## src/sv/tlf_pkg.sv

```systemverilog
// shared types, constants and register codes of the thermal load frequency limiter
package tlf_pkg;

   // field widths
   localparam int FreqW   = 22;
   localparam int TempW   = 8;
   localparam int ThrW    = 7;
   localparam int LoadW   = 14;
   localparam int CountW  = 32;
   localparam int NCount  = 7;
   localparam int IdleIdx = 3;
   localparam int TotalW  = CountW + 3;
   localparam int ProdW   = CountW + LoadW;
   localparam int RemW    = TotalW + 1;
   localparam int StepW   = $clog2(CountW);
   localparam int RegIdxW = 3;

   // packed stream widths
   localparam int ReqDataW = TempW + NCount * CountW;
   localparam int RspBits  = FreqW + LoadW;
   localparam int RspDataW = ((RspBits + 7) / 8) * 8;

   // load scale and whole-percent thresholds in hundredths
   localparam logic [LoadW-1:0] LoadFull   = LoadW'(10000);
   localparam int               PctScale   = 100;
   localparam logic [LoadW-1:0] LoadHiMin  = LoadW'((49 + 1) * PctScale);
   localparam logic [LoadW-1:0] LoadMidMin = LoadW'((20 + 1) * PctScale);

   // register reset values
   localparam logic [FreqW-1:0] PeakRst   = FreqW'(1400000);
   localparam logic [FreqW-1:0] Level0Rst = FreqW'(1000000);
   localparam logic [FreqW-1:0] Level1Rst = FreqW'(800000);
   localparam logic [FreqW-1:0] FloorRst  = FreqW'(400000);
   localparam logic [ThrW-1:0]  ClearRst  = ThrW'(60);
   localparam logic [ThrW-1:0]  Band0Rst  = ThrW'(65);
   localparam logic [ThrW-1:0]  Band1Rst  = ThrW'(70);
   localparam logic [ThrW-1:0]  Band2Rst  = ThrW'(75);

   // register indexes
   typedef enum logic [RegIdxW-1:0] {
      REG_PEAK   = 3'd0,
      REG_LEVEL0 = 3'd1,
      REG_LEVEL1 = 3'd2,
      REG_FLOOR  = 3'd3,
      REG_CLEAR  = 3'd4,
      REG_BAND0  = 3'd5,
      REG_BAND1  = 3'd6,
      REG_BAND2  = 3'd7
   } reg_idx_type;

   // load unit sequencer
   typedef enum logic [4:0] {
      LU_IDLE  = 5'b00001,
      LU_DELTA = 5'b00010,
      LU_MUL   = 5'b00100,
      LU_DIV   = 5'b01000,
      LU_DONE  = 5'b10000
   } lu_state_type;

   // top level sequencer
   typedef enum logic [2:0] {
      ST_IDLE   = 3'b001,
      ST_BUSY   = 3'b010,
      ST_FINISH = 3'b100
   } top_state_type;

   typedef logic [NCount-1:0][CountW-1:0] counts_type;

   // status from the load unit
   typedef struct packed {
      logic             done;
      logic             total_zero;
      logic [LoadW-1:0] quotient;
   } lu_status_type;

endpackage

```

## src/sv/thermal_load_freq_limiter_core.sv

```systemverilog
// top level of the thermal and load driven frequency limiter
//
//  channel | direction | handshake             | payload
//  req     | in        | req_tvalid/req_tready | req_tdata, req_tuser
//  rsp     | out       | rsp_tvalid/rsp_tready | rsp_tdata
//  csr     | in        | csr_valid/csr_ready   | csr_index, csr_data
//
// a normal request runs the bit-serial counter pass, 1 multiply and 14 divide steps in the
// load unit, then hands off through the final stage to the output register; a boost request
// skips the load unit and goes straight to the final stage; one request is in work at a time,
// and the next one is taken while the previous response still waits in the output register
// reset is synchronous, restores the register defaults and clears the counter snapshot
// a stalled response holds the finished request in the final stage
module thermal_load_freq_limiter_core (
   input  logic                           clock,
   input  logic                           reset,
   input  logic                           req_tvalid,
   output logic                           req_tready,
   // temperature, user, system, nice, idle, wait, irq, softirq ticks
   input  logic [tlf_pkg::ReqDataW-1:0]   req_tdata,
   // boost, die_error
   input  logic [1:0]                     req_tuser,
   output logic                           rsp_tvalid,
   input  logic                           rsp_tready,
   // max_freq_khz, load_x100, zero fill
   output logic [tlf_pkg::RspDataW-1:0]   rsp_tdata,
   input  logic                           csr_valid,
   output logic                           csr_ready,
   input  logic [tlf_pkg::RegIdxW-1:0]    csr_index,
   input  logic [tlf_pkg::FreqW-1:0]      csr_data
);

   tlf_pkg::top_state_type       state_ff;
   tlf_pkg::lu_status_type       lu_status;
   tlf_pkg::counts_type          cur_counts;
   logic                         req_fire;
   logic                         lu_start;
   logic                         boost_ff;
   logic                         die_ff;
   logic [tlf_pkg::TempW-1:0]    temp_ff;
   logic [tlf_pkg::FreqW-1:0]    peak_ff;
   logic [tlf_pkg::FreqW-1:0]    level0_ff;
   logic [tlf_pkg::FreqW-1:0]    level1_ff;
   logic [tlf_pkg::FreqW-1:0]    floor_ff;
   logic [tlf_pkg::ThrW-1:0]     clear_ff;
   logic [tlf_pkg::ThrW-1:0]     band0_ff;
   logic [tlf_pkg::ThrW-1:0]     band1_ff;
   logic [tlf_pkg::ThrW-1:0]     band2_ff;
   logic [tlf_pkg::LoadW-1:0]    last_load_ff;
   logic [tlf_pkg::LoadW-1:0]    last_load_in;
   logic                         under_ff;
   logic                         under_in;
   logic                         min_ff;
   logic                         min_in;
   logic                         danger_ff;
   logic                         danger_in;
   logic [tlf_pkg::FreqW-1:0]    cap_in;
   logic                         load_hi;
   logic                         load_mid;
   logic                         lt_clear;
   logic                         lt_band0;
   logic                         lt_band1;
   logic                         lt_band2;
   logic                         out_free;
   logic                         rsp_valid_ff;
   logic [tlf_pkg::FreqW-1:0]    rsp_freq_ff;
   logic [tlf_pkg::LoadW-1:0]    rsp_load_ff;

   // signed temperature below an unsigned threshold
   function automatic logic temp_below(input logic [tlf_pkg::TempW-1:0] t,
                                       input logic [tlf_pkg::ThrW-1:0] thr);
      temp_below = t[tlf_pkg::TempW-1] | (t[tlf_pkg::ThrW-1:0] < thr);
   endfunction

   assign req_fire   = req_tvalid & req_tready;
   assign req_tready = (state_ff == tlf_pkg::ST_IDLE);
   assign lu_start   = req_fire & ~req_tuser[0];
   assign csr_ready  = 1'b1;
   assign out_free   = ~rsp_valid_ff | rsp_tready;

   // unpack the counters
   always_comb begin
      for (int i = 0; i < tlf_pkg::NCount; i++) begin
         cur_counts[i] = req_tdata[tlf_pkg::TempW + i*tlf_pkg::CountW +: tlf_pkg::CountW];
      end
   end

   tlf_load_unit u_load (
      .clock      (clock),
      .reset      (reset),
      .start      (lu_start),
      .cur_counts (cur_counts),
      .status     (lu_status)
   );

   // configuration registers
   always_ff @(posedge clock) begin
      if (reset) begin
         peak_ff   <= tlf_pkg::PeakRst;
         level0_ff <= tlf_pkg::Level0Rst;
         level1_ff <= tlf_pkg::Level1Rst;
         floor_ff  <= tlf_pkg::FloorRst;
         clear_ff  <= tlf_pkg::ClearRst;
         band0_ff  <= tlf_pkg::Band0Rst;
         band1_ff  <= tlf_pkg::Band1Rst;
         band2_ff  <= tlf_pkg::Band2Rst;
      end else if (csr_valid & csr_ready) begin
         case (csr_index)
            tlf_pkg::REG_PEAK:   peak_ff   <= csr_data;
            tlf_pkg::REG_LEVEL0: level0_ff <= csr_data;
            tlf_pkg::REG_LEVEL1: level1_ff <= csr_data;
            tlf_pkg::REG_FLOOR:  floor_ff  <= csr_data;
            tlf_pkg::REG_CLEAR:  clear_ff  <= csr_data[tlf_pkg::ThrW-1:0];
            tlf_pkg::REG_BAND0:  band0_ff  <= csr_data[tlf_pkg::ThrW-1:0];
            tlf_pkg::REG_BAND1:  band1_ff  <= csr_data[tlf_pkg::ThrW-1:0];
            tlf_pkg::REG_BAND2:  band2_ff  <= csr_data[tlf_pkg::ThrW-1:0];
            default: begin
            end
         endcase
      end
   end

   // request fields held for the final stage
   always_ff @(posedge clock) begin
      if (req_fire) begin
         boost_ff <= req_tuser[0];
         die_ff   <= req_tuser[1];
         temp_ff  <= req_tdata[tlf_pkg::TempW-1:0];
      end
   end

   // new load, band decode and cap choice
   always_comb begin
      last_load_in = lu_status.total_zero ? last_load_ff
                                          : (tlf_pkg::LoadFull - lu_status.quotient);
      load_hi  = last_load_in >= tlf_pkg::LoadHiMin;
      load_mid = last_load_in >= tlf_pkg::LoadMidMin;
      lt_clear = temp_below(temp_ff, clear_ff);
      lt_band0 = temp_below(temp_ff, band0_ff);
      lt_band1 = temp_below(temp_ff, band1_ff);
      lt_band2 = temp_below(temp_ff, band2_ff);

      under_in  = under_ff & ~lt_clear;
      min_in    = min_ff & ~lt_clear;
      danger_in = danger_ff & ~lt_clear;
      cap_in    = '0;
      if (lt_band0) begin
         danger_in = 1'b0;
         min_in    = 1'b0;
         if (load_hi) cap_in = under_in ? level0_ff : peak_ff;
         else if (load_mid) cap_in = level0_ff;
         else cap_in = level1_ff;
      end else if (lt_band1) begin
         danger_in = 1'b0;
         under_in  = 1'b1;
         if (load_hi) cap_in = min_in ? level1_ff : level0_ff;
         else cap_in = level1_ff;
      end else if (lt_band2) begin
         min_in = 1'b1;
         cap_in = load_hi ? level1_ff : floor_ff;
      end else begin
         danger_in = 1'b1;
      end
      if (die_ff | danger_in) cap_in = floor_ff;
   end

   // sequencer
   always_ff @(posedge clock) begin
      if (reset) begin
         state_ff <= tlf_pkg::ST_IDLE;
      end else begin
         case (state_ff)
            tlf_pkg::ST_IDLE: begin
               if (req_fire) state_ff <= req_tuser[0] ? tlf_pkg::ST_FINISH : tlf_pkg::ST_BUSY;
            end
            tlf_pkg::ST_BUSY: begin
               if (lu_status.done) state_ff <= tlf_pkg::ST_FINISH;
            end
            tlf_pkg::ST_FINISH: begin
               if (out_free) state_ff <= tlf_pkg::ST_IDLE;
            end
            default: begin
               state_ff <= tlf_pkg::ST_IDLE;
            end
         endcase
      end
   end

   // load and limit flags, left alone by boost requests
   always_ff @(posedge clock) begin
      if (reset) begin
         last_load_ff <= '0;
         under_ff     <= 1'b0;
         min_ff       <= 1'b0;
         danger_ff    <= 1'b0;
      end else if ((state_ff == tlf_pkg::ST_FINISH) & out_free & ~boost_ff) begin
         last_load_ff <= last_load_in;
         under_ff     <= under_in;
         min_ff       <= min_in;
         danger_ff    <= danger_in;
      end
   end

   // output register
   always_ff @(posedge clock) begin
      if (reset) begin
         rsp_valid_ff <= 1'b0;
      end else if ((state_ff == tlf_pkg::ST_FINISH) & out_free) begin
         rsp_valid_ff <= 1'b1;
      end else if (rsp_tready) begin
         rsp_valid_ff <= 1'b0;
      end
   end

   always_ff @(posedge clock) begin
      if ((state_ff == tlf_pkg::ST_FINISH) & out_free) begin
         rsp_freq_ff <= boost_ff ? peak_ff : cap_in;
         rsp_load_ff <= boost_ff ? last_load_ff : last_load_in;
      end
   end

   assign rsp_tvalid = rsp_valid_ff;
   assign rsp_tdata  = {{(tlf_pkg::RspDataW - tlf_pkg::RspBits){1'b0}}, rsp_load_ff, rsp_freq_ff};

endmodule

```

## src/sv/tlf_load_unit.sv

```systemverilog
// bit-serial counter deltas, snapshot update and restoring divider for the idle share
module tlf_load_unit (
   input  logic                  clock,
   input  logic                  reset,
   input  logic                  start,
   input  tlf_pkg::counts_type   cur_counts,
   output tlf_pkg::lu_status_type status
);

   localparam logic [tlf_pkg::StepW-1:0] LastBit  = tlf_pkg::StepW'(tlf_pkg::CountW - 1);
   localparam logic [tlf_pkg::StepW-1:0] LastStep = tlf_pkg::StepW'(tlf_pkg::LoadW - 1);

   tlf_pkg::lu_state_type              state_ff;
   tlf_pkg::counts_type                cur_ff;
   tlf_pkg::counts_type                prev_ff;
   logic [tlf_pkg::NCount-1:0]         borrow_ff;
   logic [tlf_pkg::NCount-1:0]         borrow_in;
   logic [tlf_pkg::NCount-1:0]         dbit;
   logic [2:0]                         carry_ff;
   logic [3:0]                         colsum;
   logic [tlf_pkg::CountW-1:0]         tlow_ff;
   logic [tlf_pkg::CountW-1:0]         idle_ff;
   logic [tlf_pkg::StepW-1:0]          step_ff;
   logic [tlf_pkg::TotalW-1:0]         total;
   logic [tlf_pkg::ProdW-1:0]          prod;
   logic [tlf_pkg::RemW-1:0]           rem_ff;
   logic [tlf_pkg::RemW-1:0]           trial;
   logic                               fits;
   logic [tlf_pkg::LoadW-1:0]          nlow_ff;
   logic [tlf_pkg::LoadW-1:0]          q_ff;

   // one bit column of the seven serial subtractors and the column adder
   always_comb begin
      colsum = {1'b0, carry_ff};
      for (int i = 0; i < tlf_pkg::NCount; i++) begin
         dbit[i]      = cur_ff[i][0] ^ prev_ff[i][0] ^ borrow_ff[i];
         borrow_in[i] = (~cur_ff[i][0] & prev_ff[i][0])
                      | (~(cur_ff[i][0] ^ prev_ff[i][0]) & borrow_ff[i]);
         colsum       = colsum + {3'b000, dbit[i]};
      end
   end

   assign total = {carry_ff, tlow_ff};

   // idle delta scaled by the full load constant
   assign prod = {{tlf_pkg::LoadW{1'b0}}, idle_ff}
               * {{tlf_pkg::CountW{1'b0}}, tlf_pkg::LoadFull};

   // one restoring divide step
   assign trial = {rem_ff[tlf_pkg::RemW-2:0], nlow_ff[tlf_pkg::LoadW-1]};
   assign fits  = trial >= {1'b0, total};

   // sequencer
   always_ff @(posedge clock) begin
      if (reset) begin
         state_ff <= tlf_pkg::LU_IDLE;
      end else begin
         case (state_ff)
            tlf_pkg::LU_IDLE: begin
               if (start) state_ff <= tlf_pkg::LU_DELTA;
            end
            tlf_pkg::LU_DELTA: begin
               if (step_ff == LastBit) state_ff <= tlf_pkg::LU_MUL;
            end
            tlf_pkg::LU_MUL: begin
               state_ff <= tlf_pkg::LU_DIV;
            end
            tlf_pkg::LU_DIV: begin
               if (step_ff == LastStep) state_ff <= tlf_pkg::LU_DONE;
            end
            tlf_pkg::LU_DONE: begin
               state_ff <= tlf_pkg::LU_IDLE;
            end
            default: begin
               state_ff <= tlf_pkg::LU_IDLE;
            end
         endcase
      end
   end

   // counter snapshot, shifted in one bit per cycle behind the deltas
   always_ff @(posedge clock) begin
      if (reset) begin
         prev_ff <= '0;
      end else if (state_ff == tlf_pkg::LU_DELTA) begin
         for (int i = 0; i < tlf_pkg::NCount; i++) begin
            prev_ff[i] <= {cur_ff[i][0], prev_ff[i][tlf_pkg::CountW-1:1]};
         end
      end
   end

   // datapath
   always_ff @(posedge clock) begin
      case (state_ff)
         tlf_pkg::LU_IDLE: begin
            cur_ff <= cur_counts;
            // clear only on start so the finished total holds while the response waits
            if (start) begin
               borrow_ff <= '0;
               carry_ff  <= '0;
               step_ff   <= '0;
            end
         end
         tlf_pkg::LU_DELTA: begin
            for (int i = 0; i < tlf_pkg::NCount; i++) begin
               cur_ff[i] <= {1'b0, cur_ff[i][tlf_pkg::CountW-1:1]};
            end
            borrow_ff <= borrow_in;
            carry_ff  <= colsum[3:1];
            tlow_ff   <= {colsum[0], tlow_ff[tlf_pkg::CountW-1:1]};
            idle_ff   <= {dbit[tlf_pkg::IdleIdx], idle_ff[tlf_pkg::CountW-1:1]};
            step_ff   <= step_ff + 1'b1;
         end
         tlf_pkg::LU_MUL: begin
            rem_ff  <= {{(tlf_pkg::RemW - tlf_pkg::CountW){1'b0}},
                        prod[tlf_pkg::ProdW-1:tlf_pkg::LoadW]};
            nlow_ff <= prod[tlf_pkg::LoadW-1:0];
            q_ff    <= '0;
            step_ff <= '0;
         end
         tlf_pkg::LU_DIV: begin
            rem_ff  <= fits ? (trial - {1'b0, total}) : trial;
            q_ff    <= {q_ff[tlf_pkg::LoadW-2:0], fits};
            nlow_ff <= {nlow_ff[tlf_pkg::LoadW-2:0], 1'b0};
            step_ff <= step_ff + 1'b1;
         end
         default: begin
         end
      endcase
   end

   assign status.done       = (state_ff == tlf_pkg::LU_DONE);
   assign status.total_zero = (total == '0);
   assign status.quotient   = q_ff;

endmodule

```

## config.mk

```make
export PLATFORM = sky130hd
export DESIGN_NAME = thermal_load_freq_limiter_core
export DESIGN_NICKNAME = d
export VERILOG_FILES = /design/src/sv/tlf_pkg.sv /design/src/sv/thermal_load_freq_limiter_core.sv /design/src/sv/tlf_load_unit.sv
export SDC_FILE = /design/constraint.sdc
export NUM_CORES = 2
export LEC_CHECK = 0
export BUFFER_PORTS_ARGS = -buffer_cell sky130_fd_sc_hd__buf_2
export CAP_MARGIN = 20
export CORE_UTILIZATION = 60
export CTS_CLUSTER_DIAMETER = 80
export CTS_CLUSTER_SIZE = 12
export DETAILED_ROUTE_END_ITERATION = 8
export GPL_TIMING_DRIVEN = 0
export PLACE_DENSITY = 0.8
export SLEW_MARGIN = 20
export SYNTH_ARGS = -nofsm -noshare
export SYNTH_HDL_FRONTEND = slang
export SYNTH_SLANG_ARGS = --single-unit
```

## constraint.sdc

```tcl
create_clock -name clock -period 17.59 [get_ports clock]
set_clock_uncertainty 0.05 [all_clocks]
set_input_delay 5.277 -clock clock [delete_from_list [all_inputs] [get_ports clock]]
set_output_delay 5.277 -clock clock [all_outputs]
set_load 0.005 [all_outputs]
```

==> metrics.md <==
| Metric | Value |
|---|---|
| Outcome | `finished, final reports clean` |
| Number of buffer and inverter instances along the worst setup path | `2` |
| Setup repair after global routing missed its margin | `false` |
| Starting utilization of the core area | `61.11%` |
| Area of the multi-input gates | `18040 um^2` |
| Summed negative setup slack over all endpoints | `0 ns` |
| Dominant register cell in the synthesized netlist | `sky130_fd_sc_hd__edfxtp_1` |
| Clock period minus worst slack | `7.105 ns` |
| Worst slack at placement | `10.20 ns` |
| Mean instance size in the synthesized netlist | `9.161 um^2` |
| Vias in the first global route | `30548` |
| Count of port buffers added during placement | `293` |
| Endpoint of the worst hold path | `u_load.prev_ff[168]` |
| Hold path start | `u_load.prev_ff[169]` |
| Total Nets Final | `5259` |
| WL per Instance | `16.94 um` |
| Overall power consumption | `4.015 mW` |
| Buffer depth of the longest clock path | `3` |
| Count of mapped cells out of synthesis | `4331` |
| Worst-Margin Slew | `1.067 ns` |
| Number of antenna violations at the first check in global routing | `20` |
| Hold crit path type | `reg -> reg` |
| Cell type with the highest aggregate area in the netlist | `sky130_fd_sc_hd__edfxtp_1` |
| Asr flop ratio synth | `0%` |
| Endpoint kind of the worst setup timing path | `output port` |
| Seq/Total Area, Yosys | `49.34%` |
| Total via count in the routed design | `31527` |
| Die boundary width | `259.2 um` |
| Worst setup path category | `reg -> out` |
| Grt ovf | `0` |
| DIE AREA | `67160 um^2` |
| Main area contributors after synthesis | `sky130_fd_sc_hd__edfxtp_1 31%, sky130_fd_sc_hd__dfxtp_1 18%, sky130_fd_sc_hd__nand2_1 13%` |
| Area growth from synthesis to final layout | `12.69%` |
| Share of Yosys cell area claimed by the top area cell type | `30.88%` |
| Portion of the clock cycle consumed by the worst path in the final layout | `40.39%` |
| Area used by sequential logic in the layout | `19580 um^2` |
| Latest clock arrival within the worst-skew pair | `0.63 ns` |
| Highest attainable clock frequency | `140.7 MHz` |
| Kind of launch point of the worst setup path | `register` |
| Reg2Reg Setup Slack | `11.63 ns` |
| Total of hold buffers inserted after clock tree synthesis | `0` |
| Hold path depth | `2` |
| Number of H-tree levels | `3` |
| Critical path data required time | `12.26 ns` |
| R2R Path Start | `u_load.idle_ff[11]` |
| Average via count per standard cell | `5.593` |
| Reg2Reg Capture Point | `u_load.rem_ff[20]` |
| Critical path arrival | `1.78 ns` |
| Weighted congestion reported at the end of routability-driven placement | `0.9326` |
| P per Cell Area | `89.80 nW/um^2` |
| Detailed Route WL | `95510 um` |
| Max-slew violation count | `0` |
| Count of flip-flops with a built-in enable after synthesis | `408` |
| Register bit total from synthesis | `774` |
| Std-Cell Rows | `93` |
| Number of primary I/O pins | `307` |
| Largest net degree at the start of global routing | `57` |
| Post-synthesis instance area | `39680 um^2` |
| Total of cells resized after clock tree synthesis | `0` |
| CTS tree | `built` |
| Normalized max-slew margin | `28.32%` |
| Sinks on Clock Net | `774` |
| Cells on worst reg2reg path | `19` |
| Remaining routing DRC violations | `0` |
| Buffer count from post-CTS setup fixing | `0` |
| Total routing resource utilization after global routing | `28.52%` |
| Worst vdd rail ir drop | `88.26 uV` |
| Area of the placeable core | `64930 um^2` |
| Clock-pin slew of the registers on the worst-case setup and hold paths | `0.06 ns` |
| Worst setup slack after layout | `10.49 ns` |
| Count of synthesis-stage warnings from yosys | `0` |
| Buffer type at the clock tree root | `sky130_fd_sc_hd__clkbuf_16` |
| Count of fill cells added during filler insertion | `5108` |
| Max-capacitance violation count | `0` |
| Number of cells on the critical path | `3` |
| Antenna-violating nets left | `0` |
| Die height | `259.2 um` |
| Total CTS buffers | `75` |
| Pre-Repair DR Iteration Count | `6` |
| Global-route wire length before repair | `153900 um` |
| Top delay family on crit path | `simple AND/OR/NAND/NOR gates` |
| Count of different cell masters after synthesis | `83` |
| Library cell contributing the largest single delay on the critical path | `sky130_fd_sc_hd__nor3b_1` |
| Final number of setup-violating endpoints | `0` |
| Highest fanout seen on the critical path | `8` |
| Final hold vios | `0` |
| Leakage power total | `18.98 nW` |
| CP Cell Sequence | `clkbuf_1 -> nor3b_1 -> buf_2` |
| First DRT Iteration DRCs | `2514` |
| Critical path's largest stage delay | `0.46 ns` |
| HPWL reported at the end of detailed placement | `68650 um` |
| Ratio of cells with drive above 1 in the final layout | `9.400%` |
## through the flow
stage | hold slack [ns] | utilization [%] | std cells | instance area, um^2
3_5_place_dp | 0.3918 | 65.39 | 5491 | 42460
4_1_cts | 0.3994 | 68.80 | 5621 | 44670
6_report | 0.3943 | 68.86 | 5637 | 44710
5_1_grt | 0.4104 | 68.84 | 5632 | 44700
3_3_place_gp | 0.3855 | 65.03 | 5482 | 42230
2_1_floorplan | 0.3821 | - | 4334 | 39690
## synthesized netlist by cell type (14+ instances only)
master	number
sky130_fd_sc_hd__nand2_1	1424
sky130_fd_sc_hd__edfxtp_1	408
sky130_fd_sc_hd__a21oi_1	395
sky130_fd_sc_hd__dfxtp_1	366
sky130_fd_sc_hd__inv_1	310
sky130_fd_sc_hd__clkbuf_1	206
sky130_fd_sc_hd__ha_1	187
sky130_fd_sc_hd__nor2_1	147
sky130_fd_sc_hd__mux2i_1	102
sky130_fd_sc_hd__fa_1	95
sky130_fd_sc_hd__o21ai_0	81
sky130_fd_sc_hd__xnor2_1	43
sky130_fd_sc_hd__nor3b_1	35
sky130_fd_sc_hd__nor3_1	34
sky130_fd_sc_hd__a21o_1	31
sky130_fd_sc_hd__nand3b_1	30
sky130_fd_sc_hd__and2_1	26
sky130_fd_sc_hd__xor2_1	26
sky130_fd_sc_hd__a221o_1	25
sky130_fd_sc_hd__o221ai_1	25
sky130_fd_sc_hd__a211o_1	23
sky130_fd_sc_hd__nand2b_1	23
sky130_fd_sc_hd__nand3_1	19
sky130_fd_sc_hd__o21ai_1	18
sky130_fd_sc_hd__a211oi_1	17
sky130_fd_sc_hd__a31oi_1	16
sky130_fd_sc_hd__nor2b_1	16
sky130_fd_sc_hd__mux2_2	14
## flip-flops by register name, summed over array words and instances, names as in the netlist, 22 cells and up
register	cells
level1_ff	22
u_load.cur_ff	224
u_load.rem_ff	35
level0_ff	22
u_load.tlow_ff	32
u_load.idle_ff	32
rsp_freq_ff	22
u_load.prev_ff	224
floor_ff	22
peak_ff	22
## metal layers
metal / GRT usage (%) / vias up / wire length, um
met5: 0 / - / 86
met4: 9.444 / 14 / 2896
met3: 5.526 / 221 / 7520
met2: 47.54 / 1111 / 45190
met1: 37.37 / 14871 / 39820
li1: - / 15310 / -
## logic make-up after synthesis
kind of cell | synth area share (%)
compound gates | 11.27
xor+xnor | 1.523
fa+ha+maj | 10.69
buf+inv | 5.310
flops | 49.34
mux | 2.970
other cells | 0.01893
simple gates | 18.87
## cell usage in the layout, fill, tap and decap left out, drive strengths merged, types with 11 or more instances in the layout
cell type,n
nor3b,36
diode,16
o221ai,25
o21ai,100
dfxtp,366
nand2,1424
nor2,148
mux2,14
ha,187
xor2,26
fa,95
nor3,35
clkbuf,332
nand3,19
edfxtp,408
nand4,12
a21o,31
xnor2,43
a211oi,17
o21bai,12
nand2b,23
buf,325
and2,26
nor4,13
a211o,23
nand3b,30
a31oi,16
inv,314
a221o,25
a21oi,396
or3,11
nor2b,16
mux2i,102
## final cells by class
| cell class | instances | share of cell area, % |
|---|---|---|
| antenna | 16 | 0.08955 |
| buffer | 232 | 2.118 |
| clock buffer | 123 | 4.791 |
| clock inverter | 7 | 0.1623 |
| inverter | 310 | 2.602 |
| multi-input combinational | 3018 | 40.35 |
| sequential | 774 | 43.79 |
| tap | 855 | 2.393 |
| timing repair buffer | 302 | 3.702 |
## where the power goes
part | switching (mW) | internal (mW) | total (mW) | leakage [nW]
Combinational | 0.272 | 0.172 | 0.445 | 11.0
Clock | 0.688 | 0.835 | 1.52 | 1.06
Sequential | 0.0338 | 2.01 | 2.05 | 6.92
## how the worst max path moves through the flow
stage,slack [ns],start,end
floorplan,9.46,req_tvalid,u_load.borrow_ff[0]
finish,10.49,state_ff[2],req_tready
CTS,10.44,state_ff[2],req_tready
global route,10.39,state_ff[2],req_tready
global placement,7.81,req_tvalid,u_load.borrow_ff[2]
detailed placement,10.20,csr_index[2],peak_ff[15]
## worst register-to-register path, stage by stage, from the launching register on
cell and delay (ns):
sky130_fd_sc_hd__edfxtp_1 0.48, sky130_fd_sc_hd__inv_1 0.17, sky130_fd_sc_hd__fa_1 0.56, sky130_fd_sc_hd__inv_1 0.04, sky130_fd_sc_hd__ha_1 0.29, sky130_fd_sc_hd__fa_1 0.48, sky130_fd_sc_hd__ha_1 0.29, sky130_fd_sc_hd__inv_1 0.05
sky130_fd_sc_hd__fa_1 0.49, sky130_fd_sc_hd__inv_1 0.04, sky130_fd_sc_hd__ha_1 0.36, sky130_fd_sc_hd__a21o_1 0.22, sky130_fd_sc_hd__a21o_1 0.17, sky130_fd_sc_hd__a21oi_1 0.19, sky130_fd_sc_hd__a41oi_1 0.19, sky130_fd_sc_hd__o21ai_0 0.48
sky130_fd_sc_hd__a31oi_1 0.29, sky130_fd_sc_hd__a311o_1 0.42, sky130_fd_sc_hd__o311a_1 0.15, sky130_fd_sc_hd__mux2_2 0.27
No activity file was read; power rests on OpenSTA's default activity.
